==> config.mk <==
export PLATFORM = sky130hd
export DESIGN_NAME = drive_command_frame_decoder_unit
export DESIGN_NICKNAME = d
export VERILOG_FILES = /design/src/rtl/dcfd_pkg.sv /design/src/rtl/dcfd_cfg_regs.sv /design/src/rtl/dcfd_frame_rx.sv /design/src/rtl/dcfd_pulse_out.sv /design/src/rtl/drive_command_frame_decoder_unit.sv
export SDC_FILE = /design/constraint.sdc
export NUM_CORES = 1
export LEC_CHECK = 0
export BUFFER_PORTS_ARGS = -buffer_cell sky130_fd_sc_hd__buf_2
export CELL_PAD_IN_SITES_DETAIL_PLACEMENT = 0
export CELL_PAD_IN_SITES_GLOBAL_PLACEMENT = 2
export CORE_UTILIZATION = 43
export CTS_CLUSTER_DIAMETER = 40
export CTS_CLUSTER_SIZE = 16
export DETAILED_ROUTE_END_ITERATION = 10
export PLACE_DENSITY_LB_ADDON = 0.12
export SYNTH_ARGS = -nofsm -noshare
export SYNTH_HDL_FRONTEND = slang
export SYNTH_HIERARCHICAL = 1
export SYNTH_SLANG_ARGS = --single-unit
export TNS_END_PERCENT = 20
==> constraint.sdc <==
create_clock -name clk -period 7.1 [get_ports clk]
set_clock_uncertainty 0.05 [all_clocks]
set_input_delay 0 -clock clk [delete_from_list [all_inputs] [get_ports clk]]
set_output_delay 0 -clock clk [all_outputs]
set_load 0.005 [all_outputs]
==> src/rtl/dcfd_pkg.sv <==
package dcfd_pkg;

    localparam int unsigned PULSE_W    = 15;
    localparam int unsigned WORD_W     = 16;
    localparam int unsigned BYTE_W     = 8;
    localparam int unsigned N_CHAN     = 4;
    localparam int unsigned N_PAYLOAD  = 8;
    localparam int unsigned PAYLOAD_IW = $clog2(N_PAYLOAD);
    localparam int unsigned ADDR_W     = 4;
    localparam int unsigned DATA_W     = 32;

    localparam logic [BYTE_W-1:0] START_BYTE = 8'h73;
    localparam logic [BYTE_W-1:0] END_BYTE   = 8'h65;

    localparam logic [PULSE_W-1:0] MIN_RESET     = 15'd1000;
    localparam logic [PULSE_W-1:0] MAX_RESET     = 15'd2000;
    localparam logic [PULSE_W-1:0] NEUTRAL_RESET = 15'd1500;

    // Register index, taken from paddr[3:2]
    typedef enum logic [1:0] {
        REG_MIN     = 2'd0,
        REG_MAX     = 2'd1,
        REG_NEUTRAL = 2'd2,
        REG_NONE    = 2'd3
    } reg_idx_t;

    typedef enum logic [3:0] {
        PH_HUNT    = 4'b0001,
        PH_PAYLOAD = 4'b0010,
        PH_STOP    = 4'b0100,
        PH_TAIL    = 4'b1000
    } phase_t;

    typedef struct packed {
        logic [PULSE_W-1:0] min_pulse;
        logic [PULSE_W-1:0] max_pulse;
        logic [PULSE_W-1:0] neutral_pulse;
    } cfg_t;

    typedef struct packed {
        logic [N_CHAN-1:0][WORD_W-1:0] words;
        logic                          stop_set;
    } frame_t;

endpackage

==> src/rtl/dcfd_cfg_regs.sv <==
module dcfd_cfg_regs (
    input  logic                       clk,
    input  logic                       rst_n,
    input  logic                       psel,
    input  logic                       penable,
    input  logic                       pwrite,
    input  logic [dcfd_pkg::ADDR_W-1:0] paddr,
    input  logic [dcfd_pkg::DATA_W-1:0] pwdata,
    output logic [dcfd_pkg::DATA_W-1:0] prdata,
    output logic                       pready,
    output dcfd_pkg::cfg_t             cfg
);
    import dcfd_pkg::*;

    cfg_t     cfg_reg;
    cfg_t     cfg_next;
    reg_idx_t idx;
    logic     wr_en;

    assign idx    = reg_idx_t'(paddr[3:2]);
    assign wr_en  = psel && penable && pwrite;
    assign pready = 1'b1;
    assign cfg    = cfg_reg;

    always_comb
    begin
        cfg_next = cfg_reg;
        if (wr_en)
        begin
            unique case (idx)
                REG_MIN:     cfg_next.min_pulse     = pwdata[PULSE_W-1:0];
                REG_MAX:     cfg_next.max_pulse     = pwdata[PULSE_W-1:0];
                REG_NEUTRAL: cfg_next.neutral_pulse = pwdata[PULSE_W-1:0];
                default:     cfg_next = cfg_reg;
            endcase
        end
    end

    always_comb
    begin
        unique case (idx)
            REG_MIN:     prdata = {{(DATA_W-PULSE_W){1'b0}}, cfg_reg.min_pulse};
            REG_MAX:     prdata = {{(DATA_W-PULSE_W){1'b0}}, cfg_reg.max_pulse};
            REG_NEUTRAL: prdata = {{(DATA_W-PULSE_W){1'b0}}, cfg_reg.neutral_pulse};
            default:     prdata = '0;
        endcase
    end

    always_ff @(posedge clk or negedge rst_n)
    begin
        if (!rst_n)
        begin
            cfg_reg.min_pulse     <= MIN_RESET;
            cfg_reg.max_pulse     <= MAX_RESET;
            cfg_reg.neutral_pulse <= NEUTRAL_RESET;
        end
        else
        begin
            cfg_reg <= cfg_next;
        end
    end

endmodule

==> src/rtl/dcfd_frame_rx.sv <==
module dcfd_frame_rx (
    input  logic                        clk,
    input  logic                        rst_n,
    input  logic                        accept,
    input  logic [dcfd_pkg::BYTE_W-1:0] rx_byte,
    output logic                        in_tail,
    output logic                        frame_done,
    output dcfd_pkg::frame_t            frame
);
    import dcfd_pkg::*;

    phase_t                phase_reg;
    phase_t                phase_next;
    logic [PAYLOAD_IW-1:0] cnt_reg;
    logic [PAYLOAD_IW-1:0] cnt_next;
    logic [BYTE_W-1:0]     payload_reg [N_PAYLOAD];
    logic [BYTE_W-1:0]     stop_reg;
    logic                  pay_we;
    logic                  stop_we;

    always_comb
    begin
        phase_next = phase_reg;
        cnt_next   = cnt_reg;
        pay_we     = 1'b0;
        stop_we    = 1'b0;
        frame_done = 1'b0;
        if (accept)
        begin
            unique case (phase_reg)
                PH_PAYLOAD:
                begin
                    pay_we   = 1'b1;
                    cnt_next = cnt_reg + 1'b1;
                    if (cnt_reg == PAYLOAD_IW'(N_PAYLOAD - 1))
                        phase_next = PH_STOP;
                end
                PH_STOP:
                begin
                    stop_we    = 1'b1;
                    phase_next = PH_TAIL;
                end
                PH_TAIL:
                begin
                    if (rx_byte == END_BYTE)
                    begin
                        frame_done = 1'b1;
                        phase_next = PH_HUNT;
                    end
                end
                default:
                begin
                    // hunt, and any stray code behaves as hunt
                    cnt_next   = '0;
                    phase_next = (rx_byte == START_BYTE) ? PH_PAYLOAD : PH_HUNT;
                end
            endcase
        end
    end

    always_ff @(posedge clk or negedge rst_n)
    begin
        if (!rst_n)
        begin
            phase_reg <= PH_HUNT;
            cnt_reg   <= '0;
        end
        else
        begin
            phase_reg <= phase_next;
            cnt_reg   <= cnt_next;
        end
    end

    always_ff @(posedge clk)
    begin
        if (pay_we)
            payload_reg[cnt_reg] <= rx_byte;
        if (stop_we)
            stop_reg <= rx_byte;
    end

    always_comb
    begin
        for (int k = 0; k < N_CHAN; k++)
            frame.words[k] = {payload_reg[2*k+1], payload_reg[2*k]};
        frame.stop_set = (stop_reg != '0);
    end

    assign in_tail = (phase_reg == PH_TAIL);

endmodule

==> src/rtl/dcfd_pulse_out.sv <==
module dcfd_pulse_out (
    input  logic                         clk,
    input  logic                         rst_n,
    input  logic                         load,
    input  dcfd_pkg::frame_t             frame,
    input  dcfd_pkg::cfg_t               cfg,
    input  logic                         cmd_stall,
    output logic                         cmd_valid,
    output logic [dcfd_pkg::PULSE_W-1:0] front_left_pulse,
    output logic [dcfd_pkg::PULSE_W-1:0] front_right_pulse,
    output logic [dcfd_pkg::PULSE_W-1:0] back_left_pulse,
    output logic [dcfd_pkg::PULSE_W-1:0] back_right_pulse,
    output logic                         stop_forced
);
    import dcfd_pkg::*;

    logic [N_CHAN-1:0][PULSE_W-1:0] pulse_next;
    logic [N_CHAN-1:0][PULSE_W-1:0] pulse_reg;
    logic                           stop_reg;
    logic                           valid_reg;
    logic                           valid_next;
    logic signed [WORD_W-1:0]       lo;
    logic signed [WORD_W-1:0]       hi;

    assign lo = $signed({1'b0, cfg.min_pulse});
    assign hi = $signed({1'b0, cfg.max_pulse});

    // Range check each channel; the stop flag overrides everything.
    always_comb
    begin
        for (int k = 0; k < N_CHAN; k++)
        begin
            if (frame.stop_set
                || ($signed(frame.words[k]) < lo)
                || ($signed(frame.words[k]) > hi))
                pulse_next[k] = cfg.neutral_pulse;
            else
                pulse_next[k] = frame.words[k][PULSE_W-1:0];
        end
    end

    always_comb
    begin
        valid_next = valid_reg;
        if (valid_reg && !cmd_stall)
            valid_next = 1'b0;
        if (load)
            valid_next = 1'b1;
    end

    always_ff @(posedge clk or negedge rst_n)
    begin
        if (!rst_n)
            valid_reg <= 1'b0;
        else
            valid_reg <= valid_next;
    end

    always_ff @(posedge clk)
    begin
        if (load)
        begin
            pulse_reg <= pulse_next;
            stop_reg  <= frame.stop_set;
        end
    end

    assign cmd_valid         = valid_reg;
    assign front_left_pulse  = pulse_reg[0];
    assign front_right_pulse = pulse_reg[1];
    assign back_left_pulse   = pulse_reg[2];
    assign back_right_pulse  = pulse_reg[3];
    assign stop_forced       = stop_reg;

endmodule

==> src/rtl/drive_command_frame_decoder_unit.sv <==
// The command word is loaded into its register at the same clock edge that takes the frame's end byte.
// Throughput: one byte per cycle; bytes outside the tail phase are taken even while a
//   command word waits, and only a byte arriving in the tail phase waits on a held command.
// Reset (rst_n low, asynchronous): decoder hunts for the start byte, no command pending,
//   limits return to 1000 / 2000 with neutral 1500.
module drive_command_frame_decoder_unit (
    input  logic                         clk,
    input  logic                         rst_n,
    // byte channel
    input  logic                         rx_valid,
    output logic                         rx_stall,
    input  logic [dcfd_pkg::BYTE_W-1:0]  rx_byte,
    // command channel
    output logic                         cmd_valid,
    input  logic                         cmd_stall,
    output logic [dcfd_pkg::PULSE_W-1:0] front_left_pulse,
    output logic [dcfd_pkg::PULSE_W-1:0] front_right_pulse,
    output logic [dcfd_pkg::PULSE_W-1:0] back_left_pulse,
    output logic [dcfd_pkg::PULSE_W-1:0] back_right_pulse,
    output logic                         stop_forced,
    // register port
    input  logic                         psel,
    input  logic                         penable,
    input  logic                         pwrite,
    input  logic [dcfd_pkg::ADDR_W-1:0]  paddr,
    input  logic [dcfd_pkg::DATA_W-1:0]  pwdata,
    output logic [dcfd_pkg::DATA_W-1:0]  prdata,
    output logic                         pready
);
    import dcfd_pkg::*;

    cfg_t   cfg;
    frame_t frame;
    logic   in_tail;
    logic   frame_done;
    logic   accept;

    // Hold bytes only in the tail phase while a finished command is still
    // waiting downstream: any tail byte may be the end byte that needs the
    // output register. Every other phase keeps draining the serial stream.
    assign rx_stall = in_tail && cmd_valid && cmd_stall;
    assign accept   = rx_valid && !rx_stall;

    // Limit, maximum and neutral width registers
    dcfd_cfg_regs u_cfg (
        .clk     (clk),
        .rst_n   (rst_n),
        .psel    (psel),
        .penable (penable),
        .pwrite  (pwrite),
        .paddr   (paddr),
        .pwdata  (pwdata),
        .prdata  (prdata),
        .pready  (pready),
        .cfg     (cfg)
    );

    // Frame phase machine: hunt start, capture payload and stop flag, hunt end
    dcfd_frame_rx u_rx (
        .clk        (clk),
        .rst_n      (rst_n),
        .accept     (accept),
        .rx_byte    (rx_byte),
        .in_tail    (in_tail),
        .frame_done (frame_done),
        .frame      (frame)
    );

    // Range check of the four widths straight into the command register
    dcfd_pulse_out u_out (
        .clk               (clk),
        .rst_n             (rst_n),
        .load              (frame_done),
        .frame             (frame),
        .cfg               (cfg),
        .cmd_stall         (cmd_stall),
        .cmd_valid         (cmd_valid),
        .front_left_pulse  (front_left_pulse),
        .front_right_pulse (front_right_pulse),
        .back_left_pulse   (back_left_pulse),
        .back_right_pulse  (back_right_pulse),
        .stop_forced       (stop_forced)
    );

`ifndef SYNTHESIS
    // Input is held back only on account of a pending command
    a_stall_cause: assert property (@(posedge clk) disable iff (!rst_n)
        rx_stall |-> cmd_valid)
        else $error("byte stalled with no command pending");

    // A completed frame always shows up as a command word
    a_frame_lands: assert property (@(posedge clk) disable iff (!rst_n)
        frame_done |=> cmd_valid)
        else $error("completed frame did not reach the command register");

    // A forced stop drives every channel to the same width
    a_stop_uniform: assert property (@(posedge clk) disable iff (!rst_n)
        (cmd_valid && stop_forced) |->
            (front_left_pulse == front_right_pulse
             && front_left_pulse == back_left_pulse
             && front_left_pulse == back_right_pulse))
        else $error("stop command with unequal channel widths");
`endif

endmodule

==> results of run 1 <==
## cells by family (layout without fill, tap and decap cells)
kind of cell / after synthesis / in the layout / share of synthesized area (%)
buf+inv: 70 / 212 / 3.78
simple gates: 126 / 126 / 7.47
fa+ha+maj: 118 / 118 / 14.3
compound gates: 126 / 126 / 8.45
mux: 122 / 122 / 13.9
other cells: 2 / 18 / 0.0729
xor+xnor: 1 / 1 / 0.0851
flops: 186 / 186 / 51.9
## power breakdown
| part | switching (W) | internal (W) |
|---|---|---|
| Clock | 0.000477 | 0.000513 |
| Combinational | 0.000341 | 0.000286 |
| Sequential | 0.0000774 | 0.00126 |
## tightest hold or removal path, delay by kind of cell
| kind | cells | cell delay [ns] |
|---|---|---|
| compound gates | 1 | 0.12 |
| simple gates | 3 | 0.31 |
| buf+inv | 1 | 0.09 |
## final timing paths
path	from	to	slack, ns	depth (start not counted)
worst min register to register	u_out/cmd_valid$_DFFE_PN0P_	u_out/cmd_valid$_DFFE_PN0P_	0.47	1
worst max-delay path	u_cfg/cfg[39]$_DFFE_PN1P_	u_out/back_right_pulse[14]$_DFFE_PP_	3.57	9
max in group asynchronous	rst_n	u_rx/cnt_reg[1]$_DFFE_PN0P_	6.30	3
min in group asynchronous	rst_n	u_cfg/cfg[20]$_DFFE_PN0P_	0.21	3
worst min-delay path	rx_valid	u_rx/cnt_reg[0]$_DFFE_PN0P_	0.08	5
worst max register to register	u_cfg/cfg[39]$_DFFE_PN1P_	u_out/back_right_pulse[14]$_DFFE_PP_	3.57	9
## stage by stage
stage | utilization (%) | hold slack [ns] | cells
detailed placement | 47.4 | 0.144 | 1171
floorplan | - | -0.346 | 767
finish | 51.1 | 0.0759 | 1228
global placement | 47.4 | 0.129 | 1171
global route | 51.1 | 0.0924 | 1228
CTS | 51.1 | 0.0723 | 1228
## routing by layer
layer / GRT usage, % / up-vias / part of all wire [%]
met5: 0 / - / 0
met4: 5.04 / 0 / 1.0
met3: 3.66 / 15 / 3.5
met2: 38.8 / 159 / 47
met1: 32.9 / 3341 / 48
li1: - / 3154 / -
## cell type report
class                           instances  area, um2
Fill cell                            2026      11500
Sequential cell                       186       5350
Multi-Input combinational cell        511       4640
Timing Repair Buffer                  141        848
Clock buffer                           17        425
Tap cell                              319        399
Clock inverter                         15        194
Inverter                               39        146
## placed cells by master, fill, tap and decap left out, types with 3 or more instances in the layout
| master | netlist | routed |
|---|---|---|
| nor2_1 | 13 | 12 |
| conb_1 | 2 | 18 |
| buf_2 | 3 | 109 |
| dlygate4sd3_1 | 0 | 25 |
| dfrtp_1 | 33 | 33 |
| edfxtp_1 | 133 | 133 |
| o211ai_1 | 5 | 5 |
| nand4b_1 | 6 | 6 |
| nor4b_2 | 4 | 4 |
| and4b_1 | 4 | 4 |
| clkbuf_16 | 0 | 17 |
| a22oi_1 | 3 | 3 |
| inv_1 | 39 | 39 |
| nand2_1 | 34 | 34 |
| nand4_1 | 15 | 15 |
| o21ai_1 | 3 | 3 |
| mux2_4 | 20 | 20 |
| nand3_1 | 7 | 7 |
| dfstp_2 | 20 | 20 |
| a21o_1 | 18 | 18 |
| nand2b_1 | 9 | 9 |
| inv_8 | 0 | 5 |
| clkinv_8 | 0 | 3 |
| a21oi_1 | 27 | 27 |
| nor3_1 | 8 | 8 |
| mux2i_1 | 16 | 16 |
| a211oi_1 | 13 | 13 |
| nor4_1 | 4 | 4 |
| o21ai_0 | 30 | 30 |
| mux2_2 | 45 | 45 |
| mux2_1 | 41 | 41 |
| nor2b_1 | 6 | 6 |
| buf_4 | 20 | 7 |
| ha_1 | 118 | 118 |
## what timing repair did
| item | in CTS | in global routing |
|---|---|---|
| hold buffers | 25 | 0 |
| endpoints found under the hold margin | 152 | 0 |
| buffers inserted | 0 | 0 |
==> summary.txt, run 1 <==
Outcome
  • Outcome: complete, no violations

Logic synthesis
  • Post-synth top cells: edfxtp_1 (133), ha_1 (118), mux2_2 (45)
  • Most common cell in the netlist: edfxtp_1
  • Seq/Total Area, Yosys: approximately half
  • #FFs+latches synth: roughly 190
  • Share of synthesized registers carrying an async set or reset: between 20% and 30%
  • Most used flip-flop cell after synthesis: edfxtp_1
  • Top cells by area, synth: edfxtp_1 (39%), ha_1 (14%), dfrtp_1 (8.0%)
  • Synthesized area: 10300 um2
  • Yosys top cell area share: 38.8%
  • EDFF count, synth: around 130
  • Synth area leader: edfxtp_1
  • Synth unique cells: 68
  • Synthesized instance count: roughly 750
  • Syn Area/Cell: 13.7 um2
  • Ys Warns: 6

STA
  • Final period util: roughly half
  • Setup_tns: 0 ns
  • Final hold viol count: 0
  • Final setup viols: 0
  • Slew at the pin closest to its max-slew limit: ~1.2 ns
  • Period minus WS final: 3.53 ns
  • Setup ws final: approximately 3.6 ns
  • Max Freq: approximately 280 MHz
  • RSZ-0062 raised after global routing: no
  • Pins Over Slew Limit: 0
  • Rel. slew slack: roughly 20%

Clock tree
  • Clk sinks: between 150 and 200
  • Clk buf depth: 2
  • Post-CTS sizing: 0
  • Worst skew pair latency: ~0.44 ns
  • CTS tree: built
  • Worst-path clk slew: approximately 0.080 ns
  • CTS H-Tree Depth: 4
  • Cts bufs inserted: 17
  • Root buffer cell: clkbuf_16

Worst setup path
  • CP Data Arrival Time: 3.65 ns
  • WP data required: 7.23 ns
  • CP delay by family, top: simple AND/OR/NAND/NOR gates
  • Slowest-stage cell, CP: dfstp_2
  • WS Path Type: reg2reg
  • Critical path endpoint category: flop
  • Crit path buf inv count: 2
  • Max stage delay on crit path: 0.54 ns
  • Crit-path cells: inv_1, ha_1, nand4_1, nor4b_2, nor3b_1, a22oi_1, a2bb2oi_2, buf_4, mux2_1
  • CP startpoint kind: flop
  • Crit-path max FO: 10

Pwr
  • Leakage power: 4.96 nW
  • Pwr Density: ~250 nW/um2
  • Max VDD drop: 156 uV
  • Power after layout: ~0.0030 W

Finish
  • Largest register FFs: between 60 and 70
  • Area Growth Syn to Fin: 16.6%
  • Layout cells sized above 1: between 20% and 30%
  • Fin area: about 12000 um2
  • Antenna diodes: 0
  • Nets: 1065

Global routing
  • Grt total ovfl: 0
  • Largest net degree at the start of global routing: 54
  • Initial antenna violation count: 0
  • Vias in the first global route: 6866
  • Global Route Usage Sum: between 20% and 30%
  • First-pass GRT wire length: just over 40000 um

Placement
  • Port bufs: between 100 and 150
  • Detailed Place HPWL: around 21000 um
  • GP Congestion: between 0.8 and 0.9
  • Placed cell areas: roughly 11000 um2
  • Setup WS pre-CTS: around 3.6 ns

Die
  • DIE HEIGHT: roughly 160 um
  • Die width: roughly 160 um
  • Die area: 24600 um2
  • # rows: 56
  • Core footprint: approximately 23000 um2
  • Number of top-level pins: between 100 and 150
  • Initial core utilization: between 40 and 50%

Routing
  • DRT Wirelength: around 28000 um
  • Antenna viol nets, final: 0
  • Drt wl/cell: between 20 and 25 um
  • Vias: between 6000 and 7000
  • # DRC: 0
  • First-pass DRT Iterations: 7
  • Initial DRC count: 483
  • Drt via density: around 5.4

Hold path
  • Type of the worst min-delay path: in2reg

Flow run
  • Max Cap Viol: 0
No activity file was read; power rests on OpenSTA's default activity.
==> run 2: changes to the inputs <==
--- a/config.mk
+++ b/config.mk
@@ -8,7 +8,7 @@
 export BUFFER_PORTS_ARGS = -buffer_cell sky130_fd_sc_hd__buf_2
 export CELL_PAD_IN_SITES_DETAIL_PLACEMENT = 0
 export CELL_PAD_IN_SITES_GLOBAL_PLACEMENT = 2
-export CORE_UTILIZATION = 43
+export CORE_UTILIZATION = 40
 export CTS_CLUSTER_DIAMETER = 40
 export CTS_CLUSTER_SIZE = 16
 export DETAILED_ROUTE_END_ITERATION = 10
==> constraint.sdc (replaced) <==
create_clock -name clk -period 3.28 [get_ports clk]
set_clock_uncertainty 0.05 [all_clocks]
set_input_delay 0 -clock clk [delete_from_list [all_inputs] [get_ports clk]]
set_output_delay 0 -clock clk [all_outputs]
set_load 0.005 [all_outputs]
==> summary.txt, run 2 (same netlist as run 1, synthesis figures left out) <==
Worst setup path
  • Crit path to: u_out/back_left_pulse[0]$_DFFE_PP_
  • End of the worst register-to-register path: u_out/back_left_pulse[0]$_DFFE_PP_
  • CP Data Arrival Time: roughly 3.2 ns
  • Most frequent CP cell: buf_4
  • Reg2reg setup slack: between 0.15 and 0.2 ns
  • Max stage delay on crit path: about 0.54 ns
  • CP delay by family, top: compound AO/OA/AOI/OAI gates
  • R2R cell count: 9
  • Crit-path cells: inv_1, ha_1, a2111oi_0, buf_4, o32a_1, a211oi_1, o21ai_2, buf_4, mux2_2
  • Slowest-stage cell, CP: dfstp_2
  • Crit-path max FO: 10
  • CP startpoint kind: flop
  • WP data required: 3.41 ns
  • WS Path Type: reg2reg
  • CP startpoint: u_cfg/cfg[33]$_DFFE_PN1P_
  • Reg2Reg Launch Point: u_cfg/cfg[33]$_DFFE_PN1P_
  • Critical Path Stages: 9
  • Crit path buf inv count: 3
  • Critical path endpoint category: flop

STA
  • Pins Over Slew Limit: 0
  • Period minus WS final: between 3 and 4 ns
  • Final period util: 94.1%
  • Slew at the pin closest to its max-slew limit: 1.15 ns
  • Final hold viol count: 0
  • Setup_tns: 0 ns
  • Rel. slew slack: a little under a quarter
  • RSZ-0062 raised after global routing: no
  • Final setup viols: 0
  • Max Freq: around 320 MHz

Clock tree
  • Worst-path clk slew: around 0.07 ns
  • Clk sinks: roughly 190
  • CTS H-Tree Depth: 4
  • Cts bufs inserted: 17
  • Post-CTS sizing: 0
  • Worst skew pair latency: 0.44 ns
  • Root buffer cell: clkbuf_16
  • CTS tree: built
  • Clk buf depth: 2

Routing
  • DRT Wirelength: approximately 29000 um
  • Antenna viol nets, final: 0
  • Drt via density: between 5 and 6
  • Initial DRC count: 515
  • First-pass DRT Iterations: 5
  • # DRC: 0
  • Vias: around 7000
  • Drt wl/cell: about 23 um

Finish
  • Antenna diodes: 0
  • Largest register FFs: 64
  • Nets: 1083
  • Most common cell after layout, fill and taps aside: edfxtp_1
  • Multi-input gate area in the final layout: around 4600 um2
  • Non-filler cells, final: around 1300
  • Filler instances: about 2200
  • Sequential cell area: 5350 um2
  • Layout cells sized above 1: 28.8%
  • Fin area: 12100 um2
  • Area Growth Syn to Fin: 17.4%
  • Most frequent cells in the layout: edfxtp_1 (133), ha_1 (118), buf_2 (109), mux2_2 (45), mux2_1 (41)

Placement
  • GP Congestion: a little over 0.9
  • Placed cell areas: ~11000 um2
  • Post-placement cell count: 1200
  • Port bufs: ~110
  • Detailed Place HPWL: roughly 22000 um

Die
  • Die area: approximately 26000 um2
  • Core footprint: 25200 um2
  • Initial core utilization: between 40% and 50%
  • Number of top-level pins: between 100 and 150
  • Die width: 162 um
  • DIE HEIGHT: 162 um
  • # rows: slightly below 60

Global routing
  • Vias in the first global route: around 7000
  • Global Route Usage Sum: 22.4%
  • Grt total ovfl: 0
  • Initial antenna violation count: 1
  • Largest net degree at the start of global routing: between 40 and 50
  • First-pass GRT wire length: ~43000 um

Outcome
  • Outcome: complete, no violations

Pwr
  • Power after layout: 0.00632 W
  • Max VDD drop: between 200 and 300 uV
  • Pwr Density: around 520 nW/um2
  • Leakage power: 5.02 nW

Flow run
  • Max Cap Viol: 0

Hold path
  • Type of the worst min-delay path: in2reg
==> run 2: how the worst min path moves through the flow <==
stage / from / cells past startpoint / end / slack, ns
3_3_place_gp: cmd_stall / 2 / u_out/cmd_valid$_DFFE_PN0P_ / 0.17
4_1_cts: rx_valid / 5 / u_rx/cnt_reg[0]$_DFFE_PN0P_ / 0.07
2_1_floorplan: rst_n / 0 / u_cfg/cfg[0]$_DFFE_PN0P_ / -0.35
5_1_grt: rx_valid / 4 / u_rx/cnt_reg[1]$_DFFE_PN0P_ / 0.1
3_5_place_dp: cmd_stall / 2 / u_out/cmd_valid$_DFFE_PN0P_ / 0.18
6_report: rx_valid / 5 / u_rx/cnt_reg[0]$_DFFE_PN0P_ / 0.09
==> run 2: per-layer routing <==
layer / part of all wire [%] / wire length (um) / GRT usage (%)
met1: 45 / 12900 / 29.5
met2: 48 / 13800 / 37.2
met3: 4.8 / 1390 / 4.00
met4: 2.2 / 635 / 7.08
met5: 0 / 0 / 0
==> run 2: what timing repair did <==
| item | CTS | global route |
|---|---|---|
| endpoints found under the hold margin | 141 | 0 |
| buffers inserted | 0 | 0 |
| hold buffers | 25 | 0 |
==> run 2: area by class of cell <==
cell class,count,share of cell area [%]
Clock buffer,19,3.58
Clock inverter,13,1.12
Inverter,39,1.21
Multi-Input combinational cell,511,38.3
Sequential cell,186,44.2
Tap cell,330,3.42
Timing Repair Buffer,159,8.14
==> run 2: where the power goes <==
| group | switching (W) | leakage, nW | internal, W |
|---|---|---|---|
| Combinational | 0.000747 | 2.92 | 0.000624 |
| Sequential | 0.000175 | 1.82 | 0.00274 |
| Clock | 0.000962 | 0.278 | 0.00107 |
| Total | 0.00188 | 5.02 | 0.00443 |
==> run 2: metrics by stage <==
stage	util, %	setup slack (ns)	hold WS, ns
after global routing	48.0	0.0419	0.0996
final	48.0	0.192	0.0917
after detailed placement	44.7	0.219	0.180
after CTS	48.0	0.199	0.0740
after global placement	44.7	0.229	0.173
after floorplan	-	0.146	-0.346
==> run 2: tightest hold or removal path, delay by kind of cell <==
family / cells / cell delay (ns)
compound gates: 1 / 0.12
buf+inv: 1 / 0.09
simple gates: 3 / 0.32
